$ cat config.mk
export PLATFORM = sky130hd
export DESIGN_NAME = markup_entity_escaper_top
export DESIGN_NICKNAME = d
export VERILOG_FILES = /design/src/mee_pkg.sv /design/src/mee_front.sv /design/src/mee_queue.sv /design/src/mee_back.sv /design/src/markup_entity_escaper_top.sv
export SDC_FILE = /design/constraint.sdc
export NUM_CORES = 1
export LEC_CHECK = 0
export BUFFER_PORTS_ARGS = -buffer_cell sky130_fd_sc_hd__buf_2
export CORE_MARGIN = 1.5
export CORE_UTILIZATION = 60
export DETAILED_ROUTE_END_ITERATION = 10
export GPL_ROUTABILITY_DRIVEN = 0
export PLACE_DENSITY = 0.83
export SYNTH_ARGS = -nofsm -noshare
export SYNTH_HDL_FRONTEND = slang
export SYNTH_SLANG_ARGS = --single-unit
$ cat constraint.sdc
create_clock -name clk -period 13.3 [get_ports clk]
set_input_delay 0.665 -clock clk [delete_from_list [all_inputs] [get_ports clk]]
set_output_delay 0.665 -clock clk [all_outputs]
set_load 0.005 [all_outputs]
$ cat src/mee_pkg.sv
package mee_pkg;

    // Queue between the classifier and the expander
    localparam int MEE_QUEUE_DEPTH = 4;

    // Characters the escaper looks at
    localparam logic [7:0] CH_AMP     = 8'h26;
    localparam logic [7:0] CH_LT      = 8'h3C;
    localparam logic [7:0] CH_GT      = 8'h3E;
    localparam logic [7:0] CH_QUOT    = 8'h22;
    localparam logic [7:0] CH_APOS    = 8'h27;
    localparam logic [7:0] CH_HASH    = 8'h23;
    localparam logic [7:0] CH_X       = 8'h78;
    localparam logic [7:0] CH_SEMI    = 8'h3B;
    localparam logic [7:0] CTRL_LIMIT = 8'd32;

    // Longest text of one prefix or one body; a request expands to both
    localparam int TXT_BYTES = 6;
    localparam int TXT_W     = 8 * TXT_BYTES;

    // Text emitted ahead of the body for bytes held back earlier
    typedef enum logic [1:0] {
        PFX_NONE,
        PFX_AMP,
        PFX_AMP_HASH,
        PFX_HEX_OPEN
    } prefix_kind_t;

    // How the current byte itself goes out
    typedef enum logic [1:0] {
        BODY_NONE,
        BODY_RAW,
        BODY_ESC
    } body_kind_t;

    // One classified request, front to back
    typedef struct packed {
        prefix_kind_t pfx;
        body_kind_t   body;
        logic [7:0]   data;
        logic         fin;
    } desc_t;

    // Text with its length; text is right-justified, first byte leftmost
    typedef struct packed {
        logic [TXT_W-1:0] txt;
        logic [2:0]       len;
    } text_t;

    function automatic logic [7:0] hex_digit(input logic [3:0] nib);
        logic [7:0] d;
        if (nib < 4'd10)
            d = 8'h30 + {4'd0, nib};
        else
            d = 8'h37 + {4'd0, nib};
        return d;
    endfunction

    // Byte idx of a right-justified text of length len
    function automatic logic [7:0] text_byte(input text_t t, input logic [2:0] idx);
        logic [2:0] k;
        k = t.len - 3'd1 - idx;
        return t.txt[{k, 3'b000} +: 8];
    endfunction

    function automatic text_t prefix_text(input prefix_kind_t p);
        text_t t;
        unique case (p)
            PFX_AMP:      t = '{txt: TXT_W'("&amp;"),  len: 3'd5};
            PFX_AMP_HASH: t = '{txt: TXT_W'("&amp;#"), len: 3'd6};
            PFX_HEX_OPEN: t = '{txt: TXT_W'("&#x"),    len: 3'd3};
            default:      t = '{txt: '0,               len: 3'd0};
        endcase
        return t;
    endfunction

    function automatic text_t body_text(input body_kind_t k, input logic [7:0] b);
        text_t t;
        t = '{txt: TXT_W'(b), len: 3'd1};
        if (k == BODY_NONE)
            t = '{txt: '0, len: 3'd0};
        else if (k == BODY_ESC) begin
            if (b == CH_AMP)
                t = '{txt: TXT_W'("&amp;"), len: 3'd5};
            else if (b == CH_LT)
                t = '{txt: TXT_W'("&lt;"), len: 3'd4};
            else if (b == CH_GT)
                t = '{txt: TXT_W'("&gt;"), len: 3'd4};
            else if (b == CH_QUOT)
                t = '{txt: TXT_W'("&quot;"), len: 3'd6};
            else if (b == CH_APOS)
                t = '{txt: TXT_W'("&apos;"), len: 3'd6};
            else if (b < CTRL_LIMIT)
                t = '{txt: {24'("&#x"), hex_digit(b[7:4]), hex_digit(b[3:0]), CH_SEMI},
                      len: 3'd6};
        end
        return t;
    endfunction

endpackage

$ cat src/mee_front.sv
module mee_front
    import mee_pkg::*;
(
    input  logic       clk,
    input  logic       rst_n,
    input  logic       push,
    input  logic       full,
    input  logic [7:0] in_byte,
    input  logic       final_byte,
    output logic       q_push,
    output desc_t      q_desc
);

    // Lookahead after an ampersand
    typedef enum logic [2:0] {
        LA_NONE     = 3'b001,
        LA_AMP      = 3'b010,
        LA_AMP_HASH = 3'b100
    } la_state_t;

    la_state_t    stage_reg, stage_next;
    logic         pass_reg, pass_next;
    logic         accept;
    prefix_kind_t pfx;
    body_kind_t   body;

    assign accept = push && !full;

    // Classify the request and advance the lookahead state
    always_comb
    begin
        stage_next = stage_reg;
        pass_next  = pass_reg;
        pfx        = PFX_NONE;
        body       = BODY_NONE;
        if (accept)
        begin
            if (pass_reg)
            begin
                // inside &#x...; copy raw; final byte escapes normally
                body      = final_byte ? BODY_ESC : BODY_RAW;
                pass_next = !final_byte && (in_byte != CH_SEMI);
            end
            else
            begin
                unique case (stage_reg)
                    LA_AMP:
                    begin
                        if (in_byte == CH_HASH && !final_byte)
                            stage_next = LA_AMP_HASH;
                        else
                        begin
                            pfx = PFX_AMP;
                            if (in_byte == CH_AMP && !final_byte)
                                stage_next = LA_AMP;
                            else
                            begin
                                stage_next = LA_NONE;
                                body       = BODY_ESC;
                            end
                        end
                    end
                    LA_AMP_HASH:
                    begin
                        if (in_byte == CH_X)
                        begin
                            pfx        = PFX_HEX_OPEN;
                            stage_next = LA_NONE;
                            pass_next  = !final_byte;
                        end
                        else
                        begin
                            pfx = PFX_AMP_HASH;
                            if (in_byte == CH_AMP && !final_byte)
                                stage_next = LA_AMP;
                            else
                            begin
                                stage_next = LA_NONE;
                                body       = BODY_ESC;
                            end
                        end
                    end
                    default:
                    begin
                        if (in_byte == CH_AMP && !final_byte)
                            stage_next = LA_AMP;
                        else
                        begin
                            stage_next = LA_NONE;
                            body       = BODY_ESC;
                        end
                    end
                endcase
            end
            if (final_byte)
            begin
                stage_next = LA_NONE;
                pass_next  = 1'b0;
            end
        end
    end

    // Requests that expand to nothing only update the state
    assign q_push = accept && (pfx != PFX_NONE || body != BODY_NONE);
    assign q_desc = '{pfx: pfx, body: body, data: in_byte, fin: final_byte};

    always_ff @(posedge clk or negedge rst_n)
    begin
        if (!rst_n)
        begin
            stage_reg <= LA_NONE;
            pass_reg  <= 1'b0;
        end
        else
        begin
            stage_reg <= stage_next;
            pass_reg  <= pass_next;
        end
    end

    // Pass-through never overlaps a held ampersand
    a_pass_no_hold: assert property (@(posedge clk) disable iff (!rst_n)
        pass_reg |-> stage_reg == LA_NONE)
        else $error("pass-through with bytes held");

    // A final byte leaves the classifier idle
    a_final_idle: assert property (@(posedge clk) disable iff (!rst_n)
        accept && final_byte |=> stage_reg == LA_NONE && !pass_reg)
        else $error("state left over after final byte");

    // A final byte always yields output
    a_final_pushes: assert property (@(posedge clk) disable iff (!rst_n)
        accept && final_byte |-> q_push)
        else $error("final byte produced no request");

endmodule

$ cat src/mee_queue.sv
module mee_queue
    import mee_pkg::*;
#(
    parameter int DEPTH = MEE_QUEUE_DEPTH
)
(
    input  logic  clk,
    input  logic  rst_n,
    input  logic  push,
    input  desc_t push_desc,
    output logic  full,
    output logic  valid,
    output desc_t head_desc,
    input  logic  pop
);

    localparam int PtrW = (DEPTH > 1) ? $clog2(DEPTH) : 1;
    localparam int CntW = $clog2(DEPTH + 1);

    desc_t            mem_reg [DEPTH];
    logic [PtrW-1:0]  wr_ptr_reg, wr_ptr_next;
    logic [PtrW-1:0]  rd_ptr_reg, rd_ptr_next;
    logic [CntW-1:0]  count_reg, count_next;
    logic             do_push, do_pop;

    assign full      = (count_reg == CntW'(DEPTH));
    assign valid     = (count_reg != '0);
    assign head_desc = mem_reg[rd_ptr_reg];
    assign do_push   = push && !full;
    assign do_pop    = pop && valid;

    // Pointer wrap and occupancy
    always_comb
    begin
        wr_ptr_next = wr_ptr_reg;
        rd_ptr_next = rd_ptr_reg;
        count_next  = count_reg;
        if (do_push)
            wr_ptr_next = (wr_ptr_reg == PtrW'(DEPTH - 1)) ? '0 : wr_ptr_reg + 1'b1;
        if (do_pop)
            rd_ptr_next = (rd_ptr_reg == PtrW'(DEPTH - 1)) ? '0 : rd_ptr_reg + 1'b1;
        if (do_push && !do_pop)
            count_next = count_reg + 1'b1;
        else if (do_pop && !do_push)
            count_next = count_reg - 1'b1;
    end

    always_ff @(posedge clk or negedge rst_n)
    begin
        if (!rst_n)
        begin
            wr_ptr_reg <= '0;
            rd_ptr_reg <= '0;
            count_reg  <= '0;
        end
        else
        begin
            wr_ptr_reg <= wr_ptr_next;
            rd_ptr_reg <= rd_ptr_next;
            count_reg  <= count_next;
        end
    end

    // Storage
    always_ff @(posedge clk)
    begin
        if (do_push)
            mem_reg[wr_ptr_reg] <= push_desc;
    end

endmodule

$ cat src/mee_back.sv
module mee_back
    import mee_pkg::*;
(
    input  logic       clk,
    input  logic       rst_n,
    input  logic       q_valid,
    input  desc_t      q_desc,
    output logic       q_pop,
    output logic       empty,
    input  logic       pop,
    output logic [7:0] out_byte,
    output logic       run_last,
    output logic       string_done
);

    text_t      pfx_txt, body_txt;
    logic [3:0] total;
    logic [3:0] pos_reg, pos_next;
    logic [3:0] body_pos;
    logic       emit_last;
    logic       advance;
    logic [7:0] cur_byte;
    logic       out_valid_reg, out_valid_next;
    logic [7:0] out_byte_reg;
    logic       run_last_reg, done_reg;

    // Expansion of the head request
    assign pfx_txt   = prefix_text(q_desc.pfx);
    assign body_txt  = body_text(q_desc.body, q_desc.data);
    assign total     = {1'b0, pfx_txt.len} + {1'b0, body_txt.len};
    assign emit_last = (pos_reg == total - 4'd1);
    assign body_pos  = pos_reg - {1'b0, pfx_txt.len};

    // Byte at the current position: prefix first, then body
    always_comb
    begin
        if (pos_reg < {1'b0, pfx_txt.len})
            cur_byte = text_byte(pfx_txt, pos_reg[2:0]);
        else
            cur_byte = text_byte(body_txt, body_pos[2:0]);
    end

    // Step when the output register is free or being drained
    assign advance = q_valid && (!out_valid_reg || pop);
    assign q_pop   = advance && emit_last;

    always_comb
    begin
        pos_next       = pos_reg;
        out_valid_next = out_valid_reg;
        if (advance)
        begin
            pos_next       = emit_last ? 4'd0 : pos_reg + 4'd1;
            out_valid_next = 1'b1;
        end
        else if (pop)
            out_valid_next = 1'b0;
    end

    always_ff @(posedge clk or negedge rst_n)
    begin
        if (!rst_n)
        begin
            pos_reg       <= '0;
            out_valid_reg <= 1'b0;
        end
        else
        begin
            pos_reg       <= pos_next;
            out_valid_reg <= out_valid_next;
        end
    end

    // Output payload
    always_ff @(posedge clk)
    begin
        if (advance)
        begin
            out_byte_reg <= cur_byte;
            run_last_reg <= emit_last;
            done_reg     <= emit_last && q_desc.fin;
        end
    end

    assign empty       = !out_valid_reg;
    assign out_byte    = out_byte_reg;
    assign run_last    = run_last_reg;
    assign string_done = done_reg;

    // Position stays inside the head expansion
    a_pos_in_range: assert property (@(posedge clk) disable iff (!rst_n)
        q_valid |-> pos_reg < total)
        else $error("expansion position out of range");

    // Last byte of a request restarts the position
    a_pos_restart: assert property (@(posedge clk) disable iff (!rst_n)
        q_pop |=> pos_reg == 4'd0)
        else $error("position not cleared after request");

    // End of string only on the last byte of a request
    a_done_on_last: assert property (@(posedge clk) disable iff (!rst_n)
        out_valid_reg && done_reg |-> run_last_reg)
        else $error("string end without request end");

endmodule

$ cat src/markup_entity_escaper_top.sv
// Channel   Direction  Handshake              Fields
// input     in         push / full            in_byte, final_byte
// result    out        empty / pop            out_byte, run_last, string_done
//
// Up to one byte enters and one escaped byte leaves per cycle.
// A byte expanding to N output bytes (1 to 12) occupies the expander until all N
// have gone out; the descriptor queue (QUEUE_DEPTH entries) lets input continue meanwhile.
// Bytes held for lookahead produce no output.
// rst_n clears the lookahead state, empties the queue and the output register.
// full rises only when the queue is full; a stalled pop holds the output byte.
module markup_entity_escaper_top
    import mee_pkg::*;
#(
    parameter int QUEUE_DEPTH = MEE_QUEUE_DEPTH
)
(
    input  logic       clk,
    input  logic       rst_n,
    input  logic       push,
    output logic       full,
    input  logic [7:0] in_byte,
    input  logic       final_byte,
    output logic       empty,
    input  logic       pop,
    output logic [7:0] out_byte,
    output logic       run_last,
    output logic       string_done
);

    logic  f_push;
    desc_t f_desc;
    logic  q_valid;
    desc_t q_desc;
    logic  q_pop;

    mee_front u_front (
        .clk        (clk),
        .rst_n      (rst_n),
        .push       (push),
        .full       (full),
        .in_byte    (in_byte),
        .final_byte (final_byte),
        .q_push     (f_push),
        .q_desc     (f_desc)
    );

    mee_queue #(
        .DEPTH (QUEUE_DEPTH)
    ) u_queue (
        .clk       (clk),
        .rst_n     (rst_n),
        .push      (f_push),
        .push_desc (f_desc),
        .full      (full),
        .valid     (q_valid),
        .head_desc (q_desc),
        .pop       (q_pop)
    );

    mee_back u_back (
        .clk         (clk),
        .rst_n       (rst_n),
        .q_valid     (q_valid),
        .q_desc      (q_desc),
        .q_pop       (q_pop),
        .empty       (empty),
        .pop         (pop),
        .out_byte    (out_byte),
        .run_last    (run_last),
        .string_done (string_done)
    );

endmodule
### Yosys cells after proc, flatten, opt, wreduce, memory -nomap -nowiden

Memory sizes are Yosys's and may differ from the RTL's.
Cells that the tools add are included.

* flip-flop bits (word level): 26
* memory bits (writable): 52
* bits of input ports: 13
* output and inout port bits: 12
* logic and storage cells: 122
* memories: 1

* add/subtract/negate cells: 16
* magnitude comparators: 4
* equal/unequal tests: 20
* shifts and indexed selects: 2
* mux-type cells: 43
* reductions and logical operators: 26

Memories
* u_queue.mem_reg: depth 4, width 13, read ports 1, clocked after Yosys merged registers in 0, write ports 1, RTL line mee_queue.sv:20 `desc_t mem_reg [DEPTH];`

Operators with widths (count)
* two-way mux 51 bit: 7
* case mux 49 bit (3 select lines): 1
* variable part select 48 x 7 -> 8 bit: 2
* == test 8 x 6 -> 1 bit, second input constant: 7
* two-way mux 49 bit: 1
* adder 6 x 4 -> 7 bit, first input constant: 4
* two-way mux 8 bit: 3
* two-way mux 2 bit: 11
* two-way mux 3 bit: 6
* logical AND 1 bit: 12
* == test 2 bit, second input constant: 5
* two-way mux 1 bit: 10
* subtractor 3 x 1 -> 3 bit, second input constant: 3
* subtractor 3 bit: 3
* == test 8 x 7 -> 1 bit, second input constant: 1
* less-than comparator 4 bit, second input constant: 2
* less-than comparator 8 x 6 -> 1 bit, second input constant: 1
* != test 8 x 6 -> 1 bit, second input constant: 1
* case mux 2 bit (2 select lines): 2
* nonzero test 2 bit: 4
* == test 3 bit, second input constant: 2
* case mux 3 bit (2 select lines): 1
* logical NOT 1 bit: 5
* adder 2 x 1 -> 2 bit, second input constant: 2
* 14 further kinds: 15

### Depth between registers and ports, before layout

An unclocked memory read counts as a cell.

* depth after elaboration: 19
* gate-level depth with buffers: 27
* depth with buffers taken out: 24

### Cells and area by module

From an unflattened synthesis, not the netlist that was laid out.

* cell total of the unflattened synthesis: 424
* area, all modules: 4862.2 um2

By module, submodules not included
* mee_queue: times used 1, cells an instance 105, area each 2341.0 um2, seq. area each 1736.7 um2
* mee_back: times used 1, cells an instance 266, area each 2113.3 um2, seq. area each 425.4 um2
* mee_front: times used 1, cells an instance 53, area each 407.9 um2, seq. area each 101.3 um2

### Least setup slack after synthesis

No wires, ideal clock.

* path kind: flip-flop to flip-flop
* start point: reg u_queue.rd_ptr_reg[0]
* end point: reg u_queue.count_reg[1]
* setup time: 125 ps
* data arrival time: 5524 ps
* required time: 13175 ps
* setup slack: 7651 ps
* stages on the path, launching flop included: 21
* path buffers: 2
* period minus slack after synthesis: 5649 ps
* cell sequence: dfrtp_1 > buf_6 > buf_2 > mux4_2 > inv_1 > ha_1 > nand2_1 > or3_4 > a2111oi_4 > nand3_1 > ha_1 > inv_1 > ha_1 > fa_1 > xor2_1 > nor4_1 > nand2_1 > ha_1 > inv_1 > fa_1 > mux2_2

* word-level cells in the longest chain between the ends: 18
* elaborated cells between the ends (all ways): 31
* classes of those cells: 2 x add/sub; 1 x order compare; 10 x eq/ne; 10 x mux; 7 x reduce/logical; 1 x memory

Ends and longest elaborated chain
* start: declaration: RTL line mee_queue.sv:22 `logic [PtrW-1:0] rd_ptr_reg, rd_ptr_next;`
* start signal: assignment: RTL line mee_queue.sv:59 `rd_ptr_reg <= rd_ptr_next;`
* memory (4 x 13 bit) *
* less-than comparator 8 x 6 -> 1 bit: RTL line mee_pkg.sv:93 `else if (b < CTRL_LIMIT)`
* two-way mux 49 bit: RTL line mee_pkg.sv:93
* two-way mux 51 bit: RTL line mee_pkg.sv:91 `else if (b == CH_APOS)`
* two-way mux 51 bit: RTL line mee_pkg.sv:89 `else if (b == CH_QUOT)`
* two-way mux 51 bit: RTL line mee_pkg.sv:87 `else if (b == CH_GT)`
* two-way mux 51 bit: RTL line mee_pkg.sv:85 `else if (b == CH_LT)`
* two-way mux 51 bit: RTL line mee_pkg.sv:83 `if (b == CH_AMP)`
* [... 4 more ...]
* == test 4 bit *: RTL line mee_back.sv:31 `assign emit_last = (pos_reg == total - 4'd1);`
* named net u_back.emit_last: RTL line mee_back.sv:20 `logic emit_last;`
* logical AND 1 bit *: RTL line mee_back.sv:45 `assign q_pop = advance && emit_last;`
* logical AND 1 bit *: RTL line mee_queue.sv:30 `assign do_pop = pop && valid;`
* logical NOT 1 bit *: RTL line mee_queue.sv:42 `if (do_push && !do_pop)`
* logical AND 1 bit *: RTL line mee_queue.sv:42
* two-way mux 3 bit *: RTL line mee_queue.sv:42
* named net u_queue.count_next[1]: RTL line mee_queue.sv:23 `logic [CntW-1:0] count_reg, count_next;`
* end signal: assignment: RTL line mee_queue.sv:60 `count_reg <= count_next;`
* end: declaration: RTL line mee_queue.sv:23

Mark *: on every way through the listed nets, which the timed path passes. The rest lies on a longest branch.
A chain may end at the register's enable or synchronous reset.

### Worst setup path after layout

Ends and elaborated chain as after synthesis.

==> key figures <==
Clock network
  – CTS tree: built
  – Clk pin slew, worst setup/hold paths: 0.09 ns
  – Post-CTS Setup Inserts: 0
  – H-Tree Depth: 3
  – Total CTS buffers: 9
  – Clk_lat worst skew: 0.35 ns
  – Clock root cell: clkbuf_8
  – CTS Buffer Depth: 2
  – Post-CTS Resized: 0
  – Clock Sinks: 78
  – Hold-fix buffers, CTS: 0

Timing
  – RSZ-0062 raised after global routing: false
  – Setup TNS: 0 ns
  – Final Hold Vio Count: 0
  – Min Tclk post-route: 6.58 ns
  – Final Setup Violations: 0
  – Max Clock Freq: 152 MHz
  – Tcrit/Tclk final: 0.495
  – Pins over their slew limit: 0
  – Slew Limit Headroom: 0.322
  – Actual slew at the worst max-slew pin: 1.02 ns
  – Final Skew: 0.00903 ns

Detailed routing
  – Residual DRC: 0
  – DR pass1 iterations: 5
  – Vias: 3536
  – Via density: 6.36
  – Number of DRC markers in iteration 0: 203
  – Antenna Nets Post-Route: 0
  – Post-Route WL: 9880 microns
  – WL/cell: 17.8 microns

Critical path
  – Critical Path RT: 13.54 ns
  – R2R cell count: 21
  – CP max stage delay: 0.97 ns
  – Arrival time at the worst endpoint: 6.82 ns
  – CP Cell Sequence: mux4_2 -> inv_1 -> ha_1 -> nand2_1 -> or3_4 -> nor3_1 -> or2_2 -> o31ai_1 -> a21o_1 -> inv_1 -> ha_1 -> inv_1 -> ha_1 -> fa_1 -> xor2_1 -> nor4_1 -> nand2_1 -> ha_1 -> inv_1 -> fa_1 -> mux2_2
  – Top delay family on crit path: simple AND/OR/NAND/NOR gates
  – WP buf/inv: 4
  – Reg2reg start: u_queue.rd_ptr_reg[0]
  – Worst R2R End: u_queue.count_reg[1]
  – CP Launch Type: register
  – R2r setup slk: 6.72 ns
  – Slowest cell on crit path: dfrtp_1
  – Endpoint class of the critical path: register
  – Crit path max fanout: 20
  – Setup crit start: u_queue.rd_ptr_reg[0]
  – Setup CP Type: reg -> reg

Die
  – Die H: 92.6 microns
  – Io pins: 25
  – Floorplan row count: 32
  – Core Area: 7770 sq um
  – Die Wd: 92.6 microns
  – DIE AREA: 8570 sq um
  – Initial core utilization: 0.620

Global route
  – Total GRT Usage: 0.247
  – GRT overflow: 0
  – Number of global-route vias before repair: 3362
  – First-pass GRT wire length: 16300 microns
  – Pin count of the biggest net entering global routing: 23
  – Initial antenna violation count: 0

Synth
  – Most common cell in the synthesized netlist: edfxtp_1
  – Count of different cell masters after synthesis: 68
  – Dominant cells by area after synthesis: edfxtp_1 39%, dfrtp_1 7.8%, ha_1 7.3%, mux4_2 4.7%, a21oi_1 2.8%
  – Cell count after synthesis: 427
  – Post-synthesis sequential area ratio: 0.470
  – #FFs+latches synth: 78
  – Yosys warns: 0
  – EDFF count, synth: 62
  – Synth async-reset ratio: 0.205
  – Top-area cell type share of the netlist area: 0.387
  – Most common library cells after synthesis: 62 x edfxtp_1, 33 x inv_1, 31 x nand2_1, 29 x nor2_1, 28 x ha_1
  – Largest area contributor in the netlist: edfxtp_1
  – Mapped cell area: 4820 sq um
  – Synth Net Count: 473
  – Top_reg_cell synth: edfxtp_1
  – Post-synthesis area per instance: 11.3 sq um

Hold path
  – Worst hold path type: in -> async

Finish
  – Share of layout cells above drive strength 1: 0.152
  – FILL cells: 584
  – Nets@finish: 495
  – Max reg flops: 52
  – ANT cells: 0
  – Area Overhead vs Synth: 7.59%

Run
  – Max-cap violations: 0

Run status
  – Status: finished clean

Placed design
  – PortBufs: 24
  – DP HPWL: 7340 microns
## metal layers
layer  global-route usage  vias up  wire [microns]  part of all wire
met5                    0        -               0                 0
met2                0.420      168            4880              0.49
li1                     -     1650               -                 -
met4               0.0962        0             229             0.023
met3               0.0394       25             655             0.066
met1                0.318     1693            4120              0.42
## how the worst max path moves through the flow
stage | cells after the start | slack [ns] | end
2_1_floorplan | 20 | 7.65 | u_queue.count_reg[1]
3_3_place_gp | 18 | 7.01 | u_queue.count_reg[1]
3_5_place_dp | 21 | 6.77 | u_queue.count_reg[1]
4_1_cts | 21 | 6.73 | u_queue.count_reg[1]
5_1_grt | 19 | 6.18 | u_queue.count_reg[1]
6_report | 21 | 6.72 | u_queue.count_reg[1]
## area by class of cell
type | count | area (sq um) | area share
Multi-Input combinational cell | 301 | 2350 | 0.454
Sequential cell | 78 | 2260 | 0.437
Timing Repair Buffer | 26 | 135 | 0.0261
Tap cell | 102 | 128 | 0.0246
Clock buffer | 9 | 124 | 0.0239
Inverter | 33 | 124 | 0.0239
Clock inverter | 7 | 57.6 | 0.0111
## cells in the final DEF, fill, tap and decap left out, types with 8 or more instances in the layout
master,n
a21oi_1,27
ha_1,28
mux4_2,10
dfrtp_1,15
nor2_1,29
a31oi_1,8
inv_1,33
nand2_1,31
clkbuf_8,9
nor3_1,12
o21ai_0,21
edfxtp_1,62
buf_2,24
## stage by stage
stage	setup slack, ns	utilization	area (sq um)	hold slack, ns	std cells
6_report	6.72	0.667	5180	0.220	556
5_1_grt	6.18	0.667	5180	0.240	556
4_1_cts	6.73	0.667	5180	0.224	556
3_5_place_dp	6.77	0.644	5000	0.495	540
3_3_place_gp	7.01	0.644	5000	0.481	540
2_1_floorplan	7.65	-	4820	0.369	427
## logic make-up after synthesis
family,after synthesis,share of synthesized area
multiplexers,24,0.0839
flip-flops,78,0.470
AO/OA/AOI/OAI,101,0.143
buffers and inverters,48,0.0421
adder cells (fa/ha/maj),33,0.0935
AND/OR/NAND/NOR,130,0.142
XOR/XNOR,13,0.0252
Power is left out: the tool's default activity adds up to more than one toggle a clock period on the data nets, which glitch-free logic cannot reach.
